[src/sv/chm_pkg.sv]
// ============================================================================
// chm_pkg
// Shared types, sizes and codes of the chained hash map engine.
// ============================================================================
package chm_pkg;

    localparam int MAX_ENTRIES     = 1024;
    localparam int MAX_BUCKET_BITS = 11;
    localparam int BUCKETS         = 1 << MAX_BUCKET_BITS;
    localparam int ENTRY_W         = $clog2(MAX_ENTRIES);
    localparam int LINK_W          = ENTRY_W + 1;
    localparam int COUNT_W         = LINK_W;
    localparam int KEY_W           = 32;
    localparam int VAL_W           = 32;
    localparam int HASH_W          = 32;
    localparam int ACT_W           = 2;
    localparam int STAT_W          = 2;
    localparam int BITS_W          = 4;
    localparam int THR_W           = 8;
    localparam int CFG_IDX_W       = 2;
    localparam int CFG_DATA_W      = 8;
    localparam int CLR_LEN         = (BUCKETS > MAX_ENTRIES) ? BUCKETS : MAX_ENTRIES;
    localparam int CLR_W           = $clog2(CLR_LEN) + 1;
    localparam int QUEUE_DEPTH     = 4;
    localparam int QPTR_W          = $clog2(QUEUE_DEPTH);
    localparam int LOAD_W          = ((COUNT_W + 9) > (THR_W + MAX_BUCKET_BITS)) ?
                                     (COUNT_W + 9) : (THR_W + MAX_BUCKET_BITS);

    localparam logic [LINK_W-1:0]  NIL              = LINK_W'(MAX_ENTRIES);
    localparam logic [THR_W-1:0]   THR_RESET        = 8'd192;
    localparam logic [BITS_W-1:0]  START_BITS_RESET = 4'd4;
    localparam logic [HASH_W-1:0]  MIX_C1           = 32'h85ebca6b;
    localparam logic [HASH_W-1:0]  MIX_C2           = 32'hc2b2ae35;

    localparam logic [CFG_IDX_W-1:0] CFG_LOAD_THRESHOLD = 2'd0;
    localparam logic [CFG_IDX_W-1:0] CFG_START_BITS     = 2'd1;

    typedef enum logic [ACT_W-1:0] {
        ACT_PUT, ACT_GET, ACT_REMOVE, ACT_CLEAR
    } t_action;

    typedef enum logic [STAT_W-1:0] {
        ST_OK, ST_NOT_FOUND, ST_FULL
    } t_status;

    typedef struct packed {
        t_action             action;
        logic [KEY_W-1:0]    key;
        logic [VAL_W-1:0]    value;
        logic [HASH_W-1:0]   hash;
    } t_item;

    typedef struct packed {
        logic clearing;
    } t_back_stat;

    typedef enum logic [4:0] {
        B_CLR, B_IDLE, B_HEAD, B_HEADW, B_FETCH, B_CMP, B_DECIDE, B_UPD,
        B_ALLOC, B_ALLOC2, B_ALLOC3, B_RM1, B_RM2, B_GRD, B_GRDW, B_GFETCH,
        B_GKEY, B_GH1, B_GH2, B_GWLO, B_GWHI, B_DONE
    } t_bstate;

endpackage

[src/sv/chm_hash.sv]
// ============================================================================
// chm_hash
// Two-stage pipelined murmur-style 32-bit finalizer.
// ============================================================================
module chm_hash import chm_pkg::*; (
    input  logic              i_clk,
    input  logic [KEY_W-1:0]  i_key,
    output logic [HASH_W-1:0] o_hash
);

    logic [HASH_W-1:0] w_x1;
    logic [HASH_W-1:0] w_x2;
    logic [HASH_W-1:0] r_m1;
    logic [HASH_W-1:0] r_m2;

    assign w_x1 = i_key ^ (i_key >> 16);
    assign w_x2 = r_m1 ^ (r_m1 >> 13);

    always_ff @(posedge i_clk) begin
        r_m1 <= w_x1 * MIX_C1;
        r_m2 <= w_x2 * MIX_C2;
    end

    assign o_hash = r_m2 ^ (r_m2 >> 16);

endmodule

[src/sv/chm_front.sv]
// ============================================================================
// chm_front
// Accepts beats, hashes the key and queues the classified items.
// ============================================================================
module chm_front import chm_pkg::*; (
    input  logic              i_clk,
    input  logic              i_rst_n,
    input  logic              i_in_valid,
    input  logic [ACT_W-1:0]  i_action,
    input  logic [KEY_W-1:0]  i_key,
    input  logic [VAL_W-1:0]  i_value,
    output logic              o_in_stall,
    input  t_back_stat        i_stat,
    output logic              o_q_valid,
    output t_item             o_q_item,
    input  logic              i_q_pop
);

    logic                w_accept;
    logic [HASH_W-1:0]   w_hash;
    logic                w_push;
    logic                r_v1;
    logic                r_v2;
    t_item               r_p1;
    t_item               r_p2;
    t_item               r_q [QUEUE_DEPTH];
    logic [QPTR_W-1:0]   r_wr;
    logic [QPTR_W-1:0]   r_rd;
    logic [QPTR_W:0]     r_cnt;
    logic                w_pop;

    chm_hash u_hash (
        .i_clk  (i_clk),
        .i_key  (i_key),
        .o_hash (w_hash)
    );

    assign o_in_stall = i_stat.clearing ||
        ((4'(r_cnt) + 4'(r_v1) + 4'(r_v2)) >= 4'(QUEUE_DEPTH));
    assign w_accept  = i_in_valid && !o_in_stall;
    assign w_push    = r_v2;
    assign o_q_valid = (r_cnt != '0);
    assign o_q_item  = r_q[r_rd];
    assign w_pop     = i_q_pop && o_q_valid;

    always_ff @(posedge i_clk) begin
        if (!i_rst_n) begin
            r_v1  <= 1'b0;
            r_v2  <= 1'b0;
            r_wr  <= '0;
            r_rd  <= '0;
            r_cnt <= '0;
        end else begin
            r_v1 <= w_accept;
            r_v2 <= r_v1;
            if (w_push) begin
                r_wr <= r_wr + 1'b1;
            end
            if (w_pop) begin
                r_rd <= r_rd + 1'b1;
            end
            r_cnt <= r_cnt + (QPTR_W+1)'(w_push) - (QPTR_W+1)'(w_pop);
        end
    end

    always_ff @(posedge i_clk) begin
        r_p1.action <= t_action'(i_action);
        r_p1.key    <= i_key;
        r_p1.value  <= i_value;
        r_p1.hash   <= '0;
        r_p2        <= r_p1;
        if (w_push) begin
            r_q[r_wr] <= '{action: r_p2.action, key: r_p2.key,
                           value: r_p2.value, hash: w_hash};
        end
    end

endmodule

[config.mk]
export PLATFORM = sky130hd
export DESIGN_NAME = chm_front
export DESIGN_NICKNAME = d
export VERILOG_FILES = /design/src/sv/chm_pkg.sv /design/src/sv/chm_hash.sv /design/src/sv/chm_front.sv
export SDC_FILE = /design/constraint.sdc
export NUM_CORES = 2
export LEC_CHECK = 0
export ABC_AREA = 1
export BUFFER_PORTS_ARGS = -buffer_cell sky130_fd_sc_hd__buf_2
export CAP_MARGIN = 10
export CELL_PAD_IN_SITES_DETAIL_PLACEMENT = 1
export CELL_PAD_IN_SITES_GLOBAL_PLACEMENT = 1
export CORE_ASPECT_RATIO = 1.1
export CORE_MARGIN = 3
export CORE_UTILIZATION = 51
export DETAILED_ROUTE_END_ITERATION = 10
export PLACE_DENSITY = 0.86
export RECOVER_POWER = 25
export SLEW_MARGIN = 40
export SYNTH_ARGS = -nofsm -noshare
export SYNTH_HDL_FRONTEND = slang
export SYNTH_SLANG_ARGS = --single-unit
[constraint.sdc]
create_clock -name i_clk -period 9.2 [get_ports i_clk]
set_input_delay 1.84 -clock i_clk [delete_from_list [all_inputs] [get_ports i_clk]]
set_output_delay 1.84 -clock i_clk [all_outputs]
set_load 0.05 [all_outputs]
==> impl_metrics.csv <==
group,metric,value,unit
detailed_routing,drtIter0Drc,2075,
setup_path,crit_arrival,8530,ps
yosys,ys_seq_elements,599,
job,maxCapViolations,0,
yosys,synthFlopType,"edfxtp_1",
yosys,yosys-top-cells-area,"edfxtp_1, fa_1, ha_1, dfxtp_1, inv_1",
setup_path,start_kind,"primary input",
detailed_routing,wire_per_inst,26.00,um
placed_design,dp_hpwl,86110,um
final_layout,final_core_util,0.5738,
yosys,yosysWarnings,0,
placed_design,portBuffers,170,
yosys,netlist_area,0.03753,mm^2
min_path,whs_path_depth,0,
timing,worstMarginPinSlew,849.6,ps
timing,period_share,0.8734,
cts,clk_pin_slew,60,ps
cts,cts_tree,"built",
detailed_routing,vias,25630,
setup_path,critPathSlowestCell,"xnor2_1",
yosys,ys_seq_area_frac,0.4241,
cts,root_buffer,"clkbuf_16",
min_path,whs_endpoint,"r_p2[62]",
min_path,min_from,"r_p1[62]",
timing,min_period,8035,ps
placed_design,placed_cells_incl_taps,4390,
detailed_routing,drc,0,
cts,htree_levels,2,
timing,drv_slew,0,
detailed_routing,ant_nets,0,
final_layout,final_nets,4349,
die,num_rows,103,
setup_path,rrSetupSlack,1700,ps
setup_path,worstReg2RegEnd,"u_hash.r_m2[29]",
timing,finalClockSkew,21.98,ps
global_routing,grt_pass1_wl,177500,um
setup_path,critPathMaxFanout,6,
global_routing,grt_max_degree,112,
cts,ctsLongestPathBuffers,3,
min_path,hp-class,"register to register",
cts,cts_buffers,56,
detailed_routing,first_pass_iters,5,
die,initial_core_util,0.5190,
cts,postCtsResizedCells,0,
status,status,"completed",
detailed_routing,avgViaCountPerCell,5.687,
setup_path,path_class,"primary input to register",
die,die_w,264.6,um
timing,setup_violations,0,
final_layout,area_growth,10.54,%
die,coreArea,0.07230,mm^2
cts,post-cts-setup-buffers,0,
global_routing,grt_pass1_vias,29340,
global_routing,grt_usage,0.3051,
cts,clock_sinks,599,
timing,hold_viol_final,0,
yosys,syn_avg_cell_area,11.30,um^2
die,io_pins,171,
yosys,synth_most_common_cell,"inv_1",
setup_path,max_stage_delay,630,ps
timing,fmax,124.5,MHz
setup_path,cp.required,9700,ps
yosys,synth_edf_count,392,
setup_path,r2r_start,"u_hash.r_m1[20]",
final_layout,drive_above_1_share,0.08840,
yosys,async_flop_share,0,
yosys,yosys-top-cells-count,"inv_1, edfxtp_1, fa_1, ha_1, nand2_1",
cts,clock_latency,620,ps
setup_path,r2r_cells,27,
detailed_routing,routed_wl,117100,um
setup_path,endpoint_kind,"register",
final_layout,final_cell_count_no_fill,4506,
die,fp.dieH,290.5,um
yosys,synth_cell_types,45,
yosys,synth_top_area_share,0.3137,
cts,ctsHoldBuffers,0,
yosys,syn-instance-count,3322,
final_layout,nFillCells,7542,
global_routing,overflow,0,
global_routing,grt_antenna_before_repair,10,
setup_path,crit_chain,"buf_2, xnor2_1, inv_1, ha_1, fa_1, inv_1, fa_1, inv_1, fa_1, inv_1, fa_1, inv_1, fa_1, inv_1, fa_1, fa_1, inv_1, ha_1, nand3_1, nor3_1, nand4_1, or2_1, nand3_1, nand2_1",
timing,fin_tns_setup,0,ps
placed_design,gp_congestion,0.9654,
yosys,syn_nets,4167,
yosys,yosys.area.top_type,"edfxtp_1",
timing,slew_headroom,0.4317,
timing,rsz0062_at_grt,"no",
die,die_area,0.07688,mm^2
## sequential cells by signal, indices dropped and copies added, names as in the netlist, named ones only
| signal | cells |
|---|---|
| r_cnt | 3 |
| r_p1 | 66 |
| r_p2 | 66 |
| r_q | 392 |
| r_rd | 2 |
| r_v1 | 1 |
| r_v2 | 1 |
| r_wr | 2 |
| u_hash.r_m1 | 32 |
| u_hash.r_m2 | 32 |
## worst max-delay path: cells and delay by family
kind          cells  cell delay (ps)
fa+ha+maj         9             4250
simple gates      6              950
buf+inv           8              830
xor+xnor          1              630
## logic make-up (layout without fill, tap and decap cells)
logic type      after synthesis  count (layout)  synth area share
fa+ha+maj                   774             774            0.3363
xor+xnor                    137             137           0.03258
other cells                   0               9                 0
compound gates              423             423           0.06285
simple gates                636             636           0.06829
buf+inv                     753             983           0.07589
flops                       599             599            0.4241
## worst max path at each step
stage / startpoint / cells past startpoint / to / slack (ps)
after floorplan: i_key[6] / 24 / u_hash.r_m1[29] / 1420
after global placement: i_key[27] / 24 / u_hash.r_m1[30] / 860
after detailed placement: i_key[27] / 24 / u_hash.r_m1[30] / 610
after CTS: i_key[24] / 25 / u_hash.r_m1[29] / 1260
after global routing: i_key[24] / 25 / u_hash.r_m1[29] / 820
final: i_key[27] / 24 / u_hash.r_m1[30] / 1170
## layer usage
metal,up-vias,global-route usage,wire length [um]
met1,13180,0.3493,43160
met2,986,0.5499,60350
met4,2,0.1626,7272
met5,-,0,13
li1,11100,-,-
met3,358,0.04589,6344
## cell type report
type,count,area (um^2),share of cell area
clock inverters,22,235.2,0.005671
flip-flops and latches,599,15920,0.3838
repair buffers,190,1032,0.02488
multi-input cells,1970,18800,0.4532
inverters,687,2596,0.06259
diodes,9,22.52,0.0005429
clock buffers,84,1690,0.04075
well taps,945,1182,0.02850
## per-stage QoR
step | setup slack (ps) | hold slack [ps] | area, um^2
floorplan | 1421 | 309.6 | 37530
CTS | 1261 | 328.1 | 41410
finish | 1165 | 328.5 | 41480
detailed placement | 613.4 | 313.2 | 39480
global placement | 860.0 | 309.8 | 39460
global route | 815.1 | 341.0 | 41470
## placed cells by master (no fill, tap or decap), types with 4 or more instances in the layout
cell	instances
xnor2_1	37
nor2_1	267
or2_2	6
a221oi_1	4
o21ai_1	4
inv_4	5
nand3b_1	5
buf_4	14
o21bai_1	8
inv_6	6
clkbuf_8	12
buf_2	170
o22ai_1	98
xor2_1	92
dfxtp_1	205
o21ai_0	219
ha_1	383
fa_1	391
nand4_1	10
diode_2	9
clkbuf_16	59
clkinv_2	9
a21oi_1	60
a31oi_1	4
xor2_2	5
clkbuf_1	13
inv_1	681
nand2_1	269
a21o_1	11
edfxtp_1	392
nand3_1	61
buf_6	5
nor3_1	9
Power is not shown: default switching activity piles up to over one toggle a cycle in this logic, so the estimate is an artifact.
